`src/rtl/mie_pkg.sv`:
```
package mie_pkg;

	localparam int unsigned XLEN = 32;
	localparam int unsigned NREG = 32;
	localparam int unsigned RIDX_W = $clog2(NREG);
	localparam int unsigned MD_STEPS = 32;
	localparam int unsigned CNT_W = $clog2(MD_STEPS);
	localparam logic [CNT_W-1:0] MD_LAST = CNT_W'(MD_STEPS - 1);

	localparam logic [XLEN-1:0] START_RST = 32'h0040_0000;
	localparam logic [XLEN-1:0] SP_RST    = 32'h7FFF_EFFC;
	localparam logic [XLEN-1:0] GP_RST    = 32'h1000_8000;
	localparam logic [XLEN-1:0] JUMP_REGION = 32'hF000_0000;

	localparam logic [RIDX_W-1:0] REG_ZERO = 5'd0;
	localparam logic [RIDX_W-1:0] REG_V0   = 5'd2;
	localparam logic [RIDX_W-1:0] REG_GP   = 5'd28;
	localparam logic [RIDX_W-1:0] REG_SP   = 5'd29;
	localparam logic [RIDX_W-1:0] REG_RA   = 5'd31;

	localparam int unsigned CFG_IDX_W = 2;
	localparam logic [CFG_IDX_W-1:0] CFG_START = 2'd0;
	localparam logic [CFG_IDX_W-1:0] CFG_SP    = 2'd1;
	localparam logic [CFG_IDX_W-1:0] CFG_GP    = 2'd2;

	// primary opcodes
	localparam logic [5:0] OP_RTYPE   = 6'h00;
	localparam logic [5:0] OP_ZBRANCH = 6'h01;
	localparam logic [5:0] OP_J       = 6'h02;
	localparam logic [5:0] OP_JAL     = 6'h03;
	localparam logic [5:0] OP_BEQ     = 6'h04;
	localparam logic [5:0] OP_BNE     = 6'h05;
	localparam logic [5:0] OP_BLEZ    = 6'h06;
	localparam logic [5:0] OP_BGTZ    = 6'h07;
	localparam logic [5:0] OP_ADDI    = 6'h08;
	localparam logic [5:0] OP_ADDUI   = 6'h09;
	localparam logic [5:0] OP_SLTI    = 6'h0A;
	localparam logic [5:0] OP_SLTUI   = 6'h0B;
	localparam logic [5:0] OP_ANDI    = 6'h0C;
	localparam logic [5:0] OP_ORI     = 6'h0D;
	localparam logic [5:0] OP_XORI    = 6'h0E;
	localparam logic [5:0] OP_LUI     = 6'h0F;

	// special function codes
	localparam logic [5:0] FN_SLL     = 6'h00;
	localparam logic [5:0] FN_SRL     = 6'h02;
	localparam logic [5:0] FN_SRA     = 6'h03;
	localparam logic [5:0] FN_SLLV    = 6'h04;
	localparam logic [5:0] FN_SRLV    = 6'h06;
	localparam logic [5:0] FN_SRAV    = 6'h07;
	localparam logic [5:0] FN_JR      = 6'h08;
	localparam logic [5:0] FN_JALR    = 6'h09;
	localparam logic [5:0] FN_SYSCALL = 6'h0C;
	localparam logic [5:0] FN_MFHI    = 6'h10;
	localparam logic [5:0] FN_MTHI    = 6'h11;
	localparam logic [5:0] FN_MFLO    = 6'h12;
	localparam logic [5:0] FN_MTLO    = 6'h13;
	localparam logic [5:0] FN_MULT    = 6'h18;
	localparam logic [5:0] FN_MULTU   = 6'h19;
	localparam logic [5:0] FN_DIV     = 6'h1A;
	localparam logic [5:0] FN_DIVU    = 6'h1B;
	localparam logic [5:0] FN_ADD     = 6'h20;
	localparam logic [5:0] FN_ADDU    = 6'h21;
	localparam logic [5:0] FN_SUB     = 6'h22;
	localparam logic [5:0] FN_SUBU    = 6'h23;
	localparam logic [5:0] FN_AND     = 6'h24;
	localparam logic [5:0] FN_OR      = 6'h25;
	localparam logic [5:0] FN_XOR     = 6'h26;
	localparam logic [5:0] FN_NOR     = 6'h27;
	localparam logic [5:0] FN_SLT     = 6'h2A;
	localparam logic [5:0] FN_SLTU    = 6'h2B;

	// regimm selectors in the rt field
	localparam logic [4:0] RI_BLTZ   = 5'h00;
	localparam logic [4:0] RI_BGEZ   = 5'h01;
	localparam logic [4:0] RI_BLTZAL = 5'h10;
	localparam logic [4:0] RI_BGEZAL = 5'h11;

	typedef struct packed {
		logic start;
		logic is_div;
		logic sgn;
	} md_req_t;

	typedef struct packed {
		logic              wen;
		logic [RIDX_W-1:0] wreg;
		logic [XLEN-1:0]   wval;
		logic              taken;
		logic [XLEN-1:0]   target;
		logic              sys;
		logic              unsup;
		logic              md_go;
		logic              md_div;
		logic              md_sgn;
		logic              hi_we;
		logic              lo_we;
	} alu_res_t;

endpackage

```
`src/rtl/mie_ram.sv`:
```
module mie_ram #(
	parameter int unsigned WIDTH = 32,
	parameter int unsigned DEPTH = 32
) (
	input  logic                     clk,
	input  logic                     we,
	input  logic [$clog2(DEPTH)-1:0] waddr,
	input  logic [WIDTH-1:0]         wdata,
	input  logic [$clog2(DEPTH)-1:0] raddr_a,
	input  logic [$clog2(DEPTH)-1:0] raddr_b,
	output logic [WIDTH-1:0]         rdata_a,
	output logic [WIDTH-1:0]         rdata_b
);

	logic [WIDTH-1:0] mem [DEPTH];

	always_ff @(posedge clk) begin
		if (we) begin
			mem[waddr] <= wdata;
		end
		rdata_a <= mem[raddr_a];
		rdata_b <= mem[raddr_b];
	end

endmodule

```
`src/rtl/mie_alu.sv`:
```
module mie_alu (
	input  logic [31:0]      ir,
	input  logic [31:0]      a,
	input  logic [31:0]      b,
	input  logic [31:0]      pc,
	input  logic [31:0]      hi,
	input  logic [31:0]      lo,
	output mie_pkg::alu_res_t res
);
	import mie_pkg::*;

	logic [5:0]  op;
	logic [5:0]  fn;
	logic [4:0]  rt_f;
	logic [4:0]  rd_f;
	logic [4:0]  sa;
	logic [4:0]  sh;
	logic [15:0] imm;
	logic [31:0] simm;
	logic [31:0] zimm;
	logic [31:0] pc4;
	logic [31:0] pc8;
	logic [31:0] btarget;
	logic [31:0] jtarget;
	logic [31:0] shl;
	logic [31:0] shr;
	logic [31:0] sra;

	assign op   = ir[31:26];
	assign rt_f = ir[20:16];
	assign rd_f = ir[15:11];
	assign sa   = ir[10:6];
	assign fn   = ir[5:0];
	assign imm  = ir[15:0];
	assign simm = {{16{imm[15]}}, imm};
	assign zimm = {16'h0000, imm};
	assign pc4  = pc + 32'd4;
	assign pc8  = pc + 32'd8;
	assign btarget = pc4 + {simm[29:0], 2'b00};
	assign jtarget = (pc4 & JUMP_REGION) | {4'h0, ir[25:0], 2'b00};

	// variable shifts take the low five bits of rs
	assign sh  = fn[2] ? a[4:0] : sa;
	assign shl = b << sh;
	assign shr = b >> sh;
	assign sra = 32'($signed(b) >>> sh);

	always_comb begin
		res = '0;
		case (op)
			OP_RTYPE: begin
				case (fn)
					FN_SLL, FN_SLLV: begin
						res.wen = 1'b1; res.wreg = rd_f; res.wval = shl;
					end
					FN_SRL, FN_SRLV: begin
						res.wen = 1'b1; res.wreg = rd_f; res.wval = shr;
					end
					FN_SRA, FN_SRAV: begin
						res.wen = 1'b1; res.wreg = rd_f; res.wval = sra;
					end
					FN_JR: begin
						res.taken = 1'b1; res.target = a;
					end
					FN_JALR: begin
						res.taken = 1'b1; res.target = a;
						res.wen = 1'b1; res.wreg = rd_f; res.wval = pc8;
					end
					FN_SYSCALL: res.sys = 1'b1;
					FN_MFHI: begin
						res.wen = 1'b1; res.wreg = rd_f; res.wval = hi;
					end
					FN_MTHI: res.hi_we = 1'b1;
					FN_MFLO: begin
						res.wen = 1'b1; res.wreg = rd_f; res.wval = lo;
					end
					FN_MTLO: res.lo_we = 1'b1;
					FN_MULT: begin
						res.md_go = 1'b1; res.md_sgn = 1'b1;
					end
					FN_MULTU: res.md_go = 1'b1;
					FN_DIV: begin
						// divide by zero leaves hi and lo alone
						res.md_go = (b != 32'd0); res.md_div = 1'b1; res.md_sgn = 1'b1;
					end
					FN_DIVU: begin
						res.md_go = (b != 32'd0); res.md_div = 1'b1;
					end
					FN_ADD, FN_ADDU: begin
						res.wen = 1'b1; res.wreg = rd_f; res.wval = a + b;
					end
					FN_SUB, FN_SUBU: begin
						res.wen = 1'b1; res.wreg = rd_f; res.wval = a - b;
					end
					FN_AND: begin
						res.wen = 1'b1; res.wreg = rd_f; res.wval = a & b;
					end
					FN_OR: begin
						res.wen = 1'b1; res.wreg = rd_f; res.wval = a | b;
					end
					FN_XOR: begin
						res.wen = 1'b1; res.wreg = rd_f; res.wval = a ^ b;
					end
					FN_NOR: begin
						res.wen = 1'b1; res.wreg = rd_f; res.wval = ~(a | b);
					end
					FN_SLT: begin
						res.wen = 1'b1; res.wreg = rd_f;
						res.wval = {31'd0, $signed(a) < $signed(b)};
					end
					FN_SLTU: begin
						res.wen = 1'b1; res.wreg = rd_f; res.wval = {31'd0, a < b};
					end
					default: res.unsup = 1'b1;
				endcase
			end
			OP_ZBRANCH: begin
				res.target = btarget;
				case (rt_f)
					RI_BLTZ: res.taken = a[31];
					RI_BGEZ: res.taken = !a[31];
					RI_BLTZAL: begin
						res.taken = a[31];
						res.wen = 1'b1; res.wreg = REG_RA; res.wval = pc8;
					end
					RI_BGEZAL: begin
						res.taken = !a[31];
						res.wen = 1'b1; res.wreg = REG_RA; res.wval = pc8;
					end
					default: res.unsup = 1'b1;
				endcase
			end
			OP_J: begin
				res.taken = 1'b1; res.target = jtarget;
			end
			OP_JAL: begin
				res.taken = 1'b1; res.target = jtarget;
				res.wen = 1'b1; res.wreg = REG_RA; res.wval = pc8;
			end
			OP_BEQ: begin
				res.taken = (a == b); res.target = btarget;
			end
			OP_BNE: begin
				res.taken = (a != b); res.target = btarget;
			end
			OP_BLEZ: begin
				res.taken = (a == 32'd0) || a[31]; res.target = btarget;
			end
			OP_BGTZ: begin
				res.taken = (a != 32'd0) && !a[31]; res.target = btarget;
			end
			OP_ADDI, OP_ADDUI: begin
				res.wen = 1'b1; res.wreg = rt_f; res.wval = a + simm;
			end
			OP_SLTI: begin
				res.wen = 1'b1; res.wreg = rt_f;
				res.wval = {31'd0, $signed(a) < $signed(simm)};
			end
			OP_SLTUI: begin
				res.wen = 1'b1; res.wreg = rt_f; res.wval = {31'd0, a < simm};
			end
			OP_ANDI: begin
				res.wen = 1'b1; res.wreg = rt_f; res.wval = a & zimm;
			end
			OP_ORI: begin
				res.wen = 1'b1; res.wreg = rt_f; res.wval = a | zimm;
			end
			OP_XORI: begin
				res.wen = 1'b1; res.wreg = rt_f; res.wval = a ^ zimm;
			end
			OP_LUI: begin
				res.wen = 1'b1; res.wreg = rt_f; res.wval = {imm, 16'h0000};
			end
			default: res.unsup = 1'b1;
		endcase
		// writes to r0 are dropped
		if (res.wreg == REG_ZERO) begin
			res.wen  = 1'b0;
			res.wval = '0;
		end
	end

endmodule

```
`src/rtl/mie_muldiv.sv`:
```
module mie_muldiv (
	input  logic             clk,
	input  logic             arst_n,
	input  mie_pkg::md_req_t req,
	input  logic [31:0]      a,
	input  logic [31:0]      b,
	output logic             done,
	output logic [31:0]      hi,
	output logic [31:0]      lo
);
	import mie_pkg::*;

	typedef enum logic [2:0] {
		MD_IDLE = 3'b001,
		MD_RUN  = 3'b010,
		MD_FIX  = 3'b100
	} md_state_t;

	md_state_t        state_q;
	logic [CNT_W-1:0] cnt_q;
	logic [31:0]      hi_q;
	logic [31:0]      lo_q;
	logic [31:0]      ub_q;
	logic             is_div_q;
	logic             neg_q;
	logic             rneg_q;
	logic             done_q;

	logic [31:0] ua;
	logic [31:0] ub;
	logic [32:0] rsh;
	logic [32:0] add_a;
	logic [32:0] add_b;
	logic [32:0] sum;
	logic [63:0] prod_neg;

	assign ua = (req.sgn && a[31]) ? (32'd0 - a) : a;
	assign ub = (req.sgn && b[31]) ? (32'd0 - b) : b;

	// one shared 33-bit adder: add for multiply, subtract for divide
	assign rsh   = {hi_q, lo_q[31]};
	assign add_a = is_div_q ? rsh : {1'b0, hi_q};
	assign add_b = is_div_q ? ~{1'b0, ub_q} : (lo_q[0] ? {1'b0, ub_q} : 33'd0);
	assign sum   = add_a + add_b + {32'd0, is_div_q};
	assign prod_neg = 64'd0 - {hi_q, lo_q};

	always_ff @(posedge clk or negedge arst_n) begin
		if (!arst_n) begin
			state_q <= MD_IDLE;
			cnt_q   <= '0;
			done_q  <= 1'b0;
		end else begin
			done_q <= 1'b0;
			case (state_q)
				MD_IDLE: begin
					if (req.start) begin
						cnt_q   <= '0;
						state_q <= MD_RUN;
					end
				end
				MD_RUN: begin
					cnt_q <= cnt_q + 1'b1;
					if (cnt_q == MD_LAST) begin
						state_q <= MD_FIX;
					end
				end
				MD_FIX: begin
					done_q  <= 1'b1;
					state_q <= MD_IDLE;
				end
				default: state_q <= MD_IDLE;
			endcase
		end
	end

	always_ff @(posedge clk) begin
		case (state_q)
			MD_IDLE: begin
				if (req.start) begin
					hi_q     <= '0;
					lo_q     <= ua;
					ub_q     <= ub;
					is_div_q <= req.is_div;
					neg_q    <= req.sgn && (a[31] ^ b[31]);
					rneg_q   <= req.sgn && a[31];
				end
			end
			MD_RUN: begin
				if (is_div_q) begin
					// restoring step: borrow out means keep the shifted remainder
					if (sum[32]) begin
						hi_q <= rsh[31:0];
						lo_q <= {lo_q[30:0], 1'b0};
					end else begin
						hi_q <= sum[31:0];
						lo_q <= {lo_q[30:0], 1'b1};
					end
				end else begin
					hi_q <= sum[32:1];
					lo_q <= {sum[0], lo_q[31:1]};
				end
			end
			MD_FIX: begin
				if (is_div_q) begin
					if (neg_q) begin
						lo_q <= 32'd0 - lo_q;
					end
					if (rneg_q) begin
						hi_q <= 32'd0 - hi_q;
					end
				end else if (neg_q) begin
					hi_q <= prod_neg[63:32];
					lo_q <= prod_neg[31:0];
				end
			end
			default: begin
			end
		endcase
	end

	assign done = done_q;
	assign hi   = hi_q;
	assign lo   = lo_q;

endmodule

```
`src/rtl/mips32_integer_execute_core.sv`:
```
// channel   | handshake                 | carries
// ----------+---------------------------+----------------------------------------
// instr     | instr_valid / instr_stall | instruction_word
// result    | result_valid/result_stall | executed_pc .. unsupported, one word
// cfg       | cfg_valid / cfg_ready     | cfg_index, cfg_data
//
// an instruction goes through register file read, operand capture, decode, commit;
// mult/div add a pass through the shared shift-add / restoring unit (div by zero skips it)
// a new word is taken only when the previous one has committed; a finished word waits in
// the output register, and commit holds while that register is full and stalled
// reset loads pc and r28/r29/r31 from the default config; no clearing pass is needed
module mips32_integer_execute_core (
	input  logic                            clk,
	input  logic                            arst_n,
	input  logic                            instr_valid,
	output logic                            instr_stall,
	input  logic [31:0]                     instruction_word,
	output logic                            result_valid,
	input  logic                            result_stall,
	output logic [31:0]                     executed_pc,
	output logic [31:0]                     following_pc,
	output logic                            write_enable,
	output logic [4:0]                      write_register,
	output logic [31:0]                     write_value,
	output logic                            syscall_request,
	output logic [31:0]                     syscall_code,
	output logic                            unsupported,
	input  logic                            cfg_valid,
	output logic                            cfg_ready,
	input  logic [mie_pkg::CFG_IDX_W-1:0]   cfg_index,
	input  logic [31:0]                     cfg_data
);
	import mie_pkg::*;

	typedef enum logic [4:0] {
		ST_IDLE = 5'b00001,
		ST_READ = 5'b00010,
		ST_EXEC = 5'b00100,
		ST_MD   = 5'b01000,
		ST_FIN  = 5'b10000
	} state_t;

	state_t state_q;

	logic [31:0]     ir_q;
	logic [31:0]     a_q;
	logic [31:0]     b_q;
	logic [31:0]     pc_q;
	logic [31:0]     hi_q;
	logic [31:0]     lo_q;
	logic            pend_q;
	logic [31:0]     pend_tgt_q;
	logic [31:0]     cfg_start_q;
	logic [31:0]     cfg_sp_q;
	logic [31:0]     cfg_gp_q;
	logic [NREG-1:0] valid_q;

	logic            res_valid_q;
	logic [31:0]     res_epc_q;
	logic [31:0]     res_npc_q;
	logic            res_wen_q;
	logic [4:0]      res_wreg_q;
	logic [31:0]     res_wval_q;
	logic            res_sys_q;
	logic [31:0]     res_code_q;
	logic            res_unsup_q;

	logic [31:0]       word;
	logic [RIDX_W-1:0] ra;
	logic [RIDX_W-1:0] rb;
	logic [31:0]       rdata_a;
	logic [31:0]       rdata_b;
	logic [31:0]       a_val;
	logic [31:0]       b_val;
	logic              cfg_we;
	logic              cfg_reg_we;
	logic [RIDX_W-1:0] cfg_reg;
	logic              slot_free;
	logic              commit;
	logic              ram_we;
	logic [RIDX_W-1:0] ram_waddr;
	logic [31:0]       ram_wdata;
	logic [31:0]       following;
	alu_res_t          res;
	md_req_t           md_req;
	logic              md_done;
	logic [31:0]       md_hi;
	logic [31:0]       md_lo;

	function automatic logic [31:0] rst_val(input logic [RIDX_W-1:0] idx,
		input logic [31:0] st, input logic [31:0] sp, input logic [31:0] gp);
		logic [31:0] v;
		v = '0;
		case (idx)
			REG_RA:  v = st;
			REG_SP:  v = sp;
			REG_GP:  v = gp;
			default: v = '0;
		endcase
		return v;
	endfunction

	// syscall reads v0 through the rs port
	assign word = (state_q == ST_IDLE) ? instruction_word : ir_q;
	assign ra   = (word[31:26] == OP_RTYPE && word[5:0] == FN_SYSCALL) ? REG_V0 : word[25:21];
	assign rb   = word[20:16];

	assign a_val = valid_q[ra] ? rdata_a : rst_val(ra, cfg_start_q, cfg_sp_q, cfg_gp_q);
	assign b_val = valid_q[rb] ? rdata_b : rst_val(rb, cfg_start_q, cfg_sp_q, cfg_gp_q);

	assign instr_stall = (state_q != ST_IDLE);
	// a register write never lands on the edge that takes a word
	assign cfg_ready   = (state_q == ST_IDLE) && !instr_valid;
	assign cfg_we      = cfg_valid && cfg_ready;

	always_comb begin
		cfg_reg_we = cfg_we;
		cfg_reg    = REG_ZERO;
		case (cfg_index)
			CFG_START: cfg_reg = REG_RA;
			CFG_SP:    cfg_reg = REG_SP;
			CFG_GP:    cfg_reg = REG_GP;
			default:   cfg_reg_we = 1'b0;
		endcase
	end

	assign slot_free = !res_valid_q || !result_stall;
	assign commit    = (state_q == ST_FIN) && slot_free;

	assign ram_we    = cfg_reg_we || (commit && res.wen);
	assign ram_waddr = cfg_reg_we ? cfg_reg : res.wreg;
	assign ram_wdata = cfg_reg_we ? cfg_data : res.wval;

	assign following = res.taken ? (pc_q + 32'd4) : (pend_q ? pend_tgt_q : (pc_q + 32'd4));

	assign md_req.start  = (state_q == ST_EXEC) && res.md_go;
	assign md_req.is_div = res.md_div;
	assign md_req.sgn    = res.md_sgn;

	mie_ram #(.WIDTH(XLEN), .DEPTH(NREG)) u_regs (
		.clk     (clk),
		.we      (ram_we),
		.waddr   (ram_waddr),
		.wdata   (ram_wdata),
		.raddr_a (ra),
		.raddr_b (rb),
		.rdata_a (rdata_a),
		.rdata_b (rdata_b)
	);

	mie_alu u_alu (
		.ir  (ir_q),
		.a   (a_q),
		.b   (b_q),
		.pc  (pc_q),
		.hi  (hi_q),
		.lo  (lo_q),
		.res (res)
	);

	mie_muldiv u_md (
		.clk    (clk),
		.arst_n (arst_n),
		.req    (md_req),
		.a      (a_q),
		.b      (b_q),
		.done   (md_done),
		.hi     (md_hi),
		.lo     (md_lo)
	);

	always_ff @(posedge clk or negedge arst_n) begin
		if (!arst_n) begin
			state_q     <= ST_IDLE;
			pc_q        <= START_RST;
			hi_q        <= '0;
			lo_q        <= '0;
			pend_q      <= 1'b0;
			pend_tgt_q  <= '0;
			cfg_start_q <= START_RST;
			cfg_sp_q    <= SP_RST;
			cfg_gp_q    <= GP_RST;
			valid_q     <= '0;
			res_valid_q <= 1'b0;
		end else begin
			if (res_valid_q && !result_stall) begin
				res_valid_q <= 1'b0;
			end
			if (ram_we) begin
				valid_q[ram_waddr] <= 1'b1;
			end
			if (cfg_we) begin
				case (cfg_index)
					CFG_START: begin
						cfg_start_q <= cfg_data;
						pc_q        <= cfg_data;
					end
					CFG_SP:  cfg_sp_q <= cfg_data;
					CFG_GP:  cfg_gp_q <= cfg_data;
					default: begin
					end
				endcase
			end
			case (state_q)
				ST_IDLE: begin
					if (instr_valid) begin
						state_q <= ST_READ;
					end
				end
				ST_READ: state_q <= ST_EXEC;
				ST_EXEC: state_q <= res.md_go ? ST_MD : ST_FIN;
				ST_MD: begin
					if (md_done) begin
						hi_q    <= md_hi;
						lo_q    <= md_lo;
						state_q <= ST_FIN;
					end
				end
				ST_FIN: begin
					if (commit) begin
						if (res.hi_we) begin
							hi_q <= a_q;
						end
						if (res.lo_we) begin
							lo_q <= a_q;
						end
						if (res.taken) begin
							pend_tgt_q <= res.target;
						end
						pend_q      <= res.taken;
						pc_q        <= following;
						res_valid_q <= 1'b1;
						state_q     <= ST_IDLE;
					end
				end
				default: state_q <= ST_IDLE;
			endcase
		end
	end

	always_ff @(posedge clk) begin
		if (state_q == ST_IDLE && instr_valid) begin
			ir_q <= instruction_word;
		end
		if (state_q == ST_READ) begin
			a_q <= a_val;
			b_q <= b_val;
		end
		if (commit) begin
			res_epc_q   <= pc_q;
			res_npc_q   <= following;
			res_wen_q   <= res.wen;
			res_wreg_q  <= res.wen ? res.wreg : REG_ZERO;
			res_wval_q  <= res.wval;
			res_sys_q   <= res.sys;
			res_code_q  <= res.sys ? a_q : 32'd0;
			res_unsup_q <= res.unsup;
		end
	end

	assign result_valid    = res_valid_q;
	assign executed_pc     = res_epc_q;
	assign following_pc    = res_npc_q;
	assign write_enable    = res_wen_q;
	assign write_register  = res_wreg_q;
	assign write_value     = res_wval_q;
	assign syscall_request = res_sys_q;
	assign syscall_code    = res_code_q;
	assign unsupported     = res_unsup_q;

	a_state_onehot: assert property (@(posedge clk) disable iff (!arst_n)
		$onehot(state_q))
		else $error("sequencer state not one-hot");

	a_md_done_wait: assert property (@(posedge clk) disable iff (!arst_n)
		md_done |-> state_q == ST_MD)
		else $error("mult/div finished while sequencer not waiting");

	a_no_r0_write: assert property (@(posedge clk) disable iff (!arst_n)
		ram_we |-> ram_waddr != REG_ZERO)
		else $error("register file write to r0");

	a_commit_shows: assert property (@(posedge clk) disable iff (!arst_n)
		commit |=> result_valid && state_q == ST_IDLE)
		else $error("committed word not presented");

endmodule
```
`config.mk`:
```
export PLATFORM = sky130hd
export DESIGN_NAME = mips32_integer_execute_core
export DESIGN_NICKNAME = d
export VERILOG_FILES = /design/src/rtl/mie_pkg.sv /design/src/rtl/mie_ram.sv /design/src/rtl/mie_alu.sv /design/src/rtl/mie_muldiv.sv /design/src/rtl/mips32_integer_execute_core.sv
export SDC_FILE = /design/constraint.sdc
export NUM_CORES = 2
export LEC_CHECK = 0
export ABC_CLOCK_PERIOD_IN_PS = 6600
export BUFFER_PORTS_ARGS = -buffer_cell sky130_fd_sc_hd__clkbuf_2
export CORE_ASPECT_RATIO = 1.1
export CORE_MARGIN = 8
export CORE_UTILIZATION = 40
export CTS_BUF_LIST = sky130_fd_sc_hd__clkbuf_8
export DETAILED_ROUTE_END_ITERATION = 7
export RECOVER_POWER = 25
export SETUP_SLACK_MARGIN = 0.5
export SYNTH_ARGS = -nofsm -noshare
export SYNTH_HDL_FRONTEND = slang
export SYNTH_SLANG_ARGS = --single-unit
```
`constraint.sdc`:
```
create_clock -name clk -period 6.6 [get_ports clk]
set_input_delay 0.99 -clock clk [delete_from_list [all_inputs] [get_ports clk]]
set_output_delay 0.99 -clock clk [all_outputs]
set_load 0.02 [all_outputs]
```
==> run summary <==
Routed Antenna Nets - 0
synthesized flop and latch total - 1691
CTS sink count - 1691
Min-Delay Path Class - in2reg
Slew @ Worst Pin - 4405 ps
via/cell ratio - 6.449
post-synth cell types - 96
clock buffer count from CTS - 313
Final Hold Viols - 0
Initial Util - 40.08%
failing checks - design-rule violations, max-capacitance violations, max-slew violations
vias in the first global route - 82116
die height - 535.9 µm
fmax - 164.4 MHz
CTS HTree Levels - 5
Final Skew - 113.8 ps
most common flop cell mapped by yosys - edfxtp_1
via count - 83832
Post-CTS Hold Fix Bufs - 1
number of flops mapped to enable cells by yosys - 1355
Syn Std Cell Area - 98270 µm²
synth warn - 0
max_slew headroom - -193.7%
TritonCTS clock tree - done
RD Place Congestion - 1.049
Post-Route WL - 453700 µm
port buffer count - 209
syn_area_per_cell - 10.73 µm²
ys async rst share - 16.09%
dpl ws - 660.1 ps
run status - finished with violations
first-pass GRT wire length - 626700 µm
final net count - 9800
Routed WL per cell - 34.91 µm
Seq/Total Area, Yosys - 49.68%
Slowest-stage cell, CP - a21oi_1
crit path time final - 6084 ps
max FFs per register - 1024
clk root buf - clkbuf_8
Post-Synthesis Cells - 9155
Die ar. - 261800 µm²
R2R Setup Slk - 520 ps
DP HPWL - 314400 µm
CTS clk-pin slew, worst paths - 60 ps
Max Root-Sink Buffers - 4
initial antenna violation count - 42
worst-path maximum fanout - 32
Iter 0 DRT Violations - 10200
CP Launch Type - register
# DRC - 12
RSZ-0062 raised after global routing - false
first-pass iteration count of the detailed router - 8
Fillers - 22993
Worst Path Arrival - 6840 ps
WS Path Type - reg2reg
chip width - 488.6 µm
GRT Overall Usage - 33.30%
Leakage Power - 0.04057 µW
Slew Viols, Final - 411
Setup violations, final - 0
# IOs - 210
crit-path max cell delay - 850 ps
worst path bufs/invs - 2
total negative slack - 0 ps
area added between synthesis and finish - 13.19%
Biggest register - u_regs.mem
power per cell area - 415.6 nW/µm²
FP Rows - 191
total of max-cap violations - 8
cells along the critical path - inv_1, ha_1, or4_1, nand2b_1, nor2_1, a221oi_1, buf_4, a21oi_1, xnor2_1, nor2_1, o21ai_0, a21oi_1, mux2_2
total gr overflow - 0
fin worst setup slack - 515.7 ps
layout cells sized above 1 - 17.69%
maximum number of pins on one net before global-route repair - 140
Critical Path RT - 7350 ps
final period utilization - 92.19%
Crit. End Element - register
post-CTS sizing - 0
Peak VDD IR - 474.2 µV
Clk Latency, worst-skew pair - 1100 ps
Crit path max-delay family - simple AND/OR/NAND/NOR gates
core area - 245200 µm²
Post-CTS Setup Repair Bufs - 0
layout by cell type, fill, tap and decap left out, types with 274 or more instances in the layout:
| cell type | instances |
|---|---|
| inv_1 | 274 |
| mux4_2 | 293 |
| nor2_1 | 647 |
| clkbuf_8 | 349 |
| mux2i_1 | 316 |
| a21oi_1 | 423 |
| mux2_2 | 352 |
| buf_4 | 343 |
| o21ai_0 | 417 |
| nand2_1 | 1546 |
| nand3_1 | 456 |
| edfxtp_1 | 1355 |
Yosys cell counts, types with 57 or more instances:
| cell type | n | share of area (%) |
|---|---|---|
| a22oi_1 | 82 | 0.63 |
| o31ai_1 | 70 | 0.53 |
| buf_1 | 74 | 0.28 |
| dfrtp_1 | 238 | 6.1 |
| mux4_2 | 293 | 6.7 |
| a31oi_1 | 110 | 0.70 |
| clkbuf_1 | 503 | 1.9 |
| nand3_1 | 457 | 2.3 |
| inv_1 | 179 | 0.68 |
| buf_2 | 85 | 0.43 |
| mux2_2 | 353 | 4.0 |
| mux2i_1 | 320 | 3.3 |
| nor2_1 | 687 | 2.6 |
| a21oi_1 | 428 | 2.2 |
| ha_1 | 261 | 3.3 |
| dfxtp_1 | 64 | 1.3 |
| nand2_1 | 1549 | 5.9 |
| nor3_1 | 139 | 0.71 |
| xor2_1 | 65 | 0.58 |
| a311oi_1 | 202 | 1.8 |
| o211ai_1 | 57 | 0.44 |
| edfxtp_1 | 1355 | 41 |
| o21ai_0 | 429 | 2.2 |
| xnor2_1 | 184 | 1.6 |
| a211oi_1 | 58 | 0.44 |
| a21o_1 | 63 | 0.48 |
through the flow:
stage | hold slack [ps] | power, µW | util [%] | area [µm²] | instances
floorplan | 423.1 | 27150 | - | 98400 | 9186
global placement | 384.3 | 35670 | 43.04 | 105500 | 12427
detailed placement | 387.5 | 35790 | 43.04 | 105500 | 12427
CTS | 5.498 | 45730 | 45.47 | 111500 | 12975
global route | 32.55 | 47790 | 45.35 | 111200 | 12986
finish | 86.21 | 46230 | 45.37 | 111200 | 12999
cell type report:
type / count / area (µm²) / share of cell area (%)
well taps: 3281 / 4105 / 3.691
flip-flops and latches: 1691 / 48820 / 43.89
multi-input cells: 6638 / 46840 / 42.11
repair buffers: 636 / 4768 / 4.287
inverters: 182 / 684.4 / 0.6153
clock inverters: 198 / 1155 / 1.038
clock buffers: 349 / 4803 / 4.318
diodes: 24 / 60.06 / 0.05399
cells by family after synthesis:
family,after synthesis,synth area share [%]
muxes,969,14.06
DFF,1691,49.68
AOI/OAI and AO/OA,1927,13.10
buffers and inverters,857,3.455
xor gates and xnor gates,249,2.219
other,1,0.003816
and+or+nand+nor,3194,14.03
adders and majority gates,267,3.445
worst paths after layout:
path                                           start                  to  cells after the start
worst max register to register               a_q[13]  u_regs.mem[13][15]                     13
worst min register to register            valid_q[0]          valid_q[0]                      0
max in group asynchronous                     arst_n             lo_q[2]                      3
min in group asynchronous                     arst_n            lo_q[22]                      2
worst min-delay path            instruction_word[15]            ir_q[15]                      1
worst max-delay path                         a_q[13]  u_regs.mem[13][15]                     13
report_power, final:
part / internal (µW) / switching [µW] / leakage, µW
logic: 7420 / 14700 / 0.0208
registers: 12900 / 1190 / 0.0164
clock network: 5280 / 4680 / 0.00342
routing by layer:
metal,wire length [µm],global-route usage [%]
met1,155100,37.58
met4,45070,26.60
met3,40840,7.350
met2,212500,54.39
met5,146,0
No activity file was read; power rests on OpenSTA's default activity.
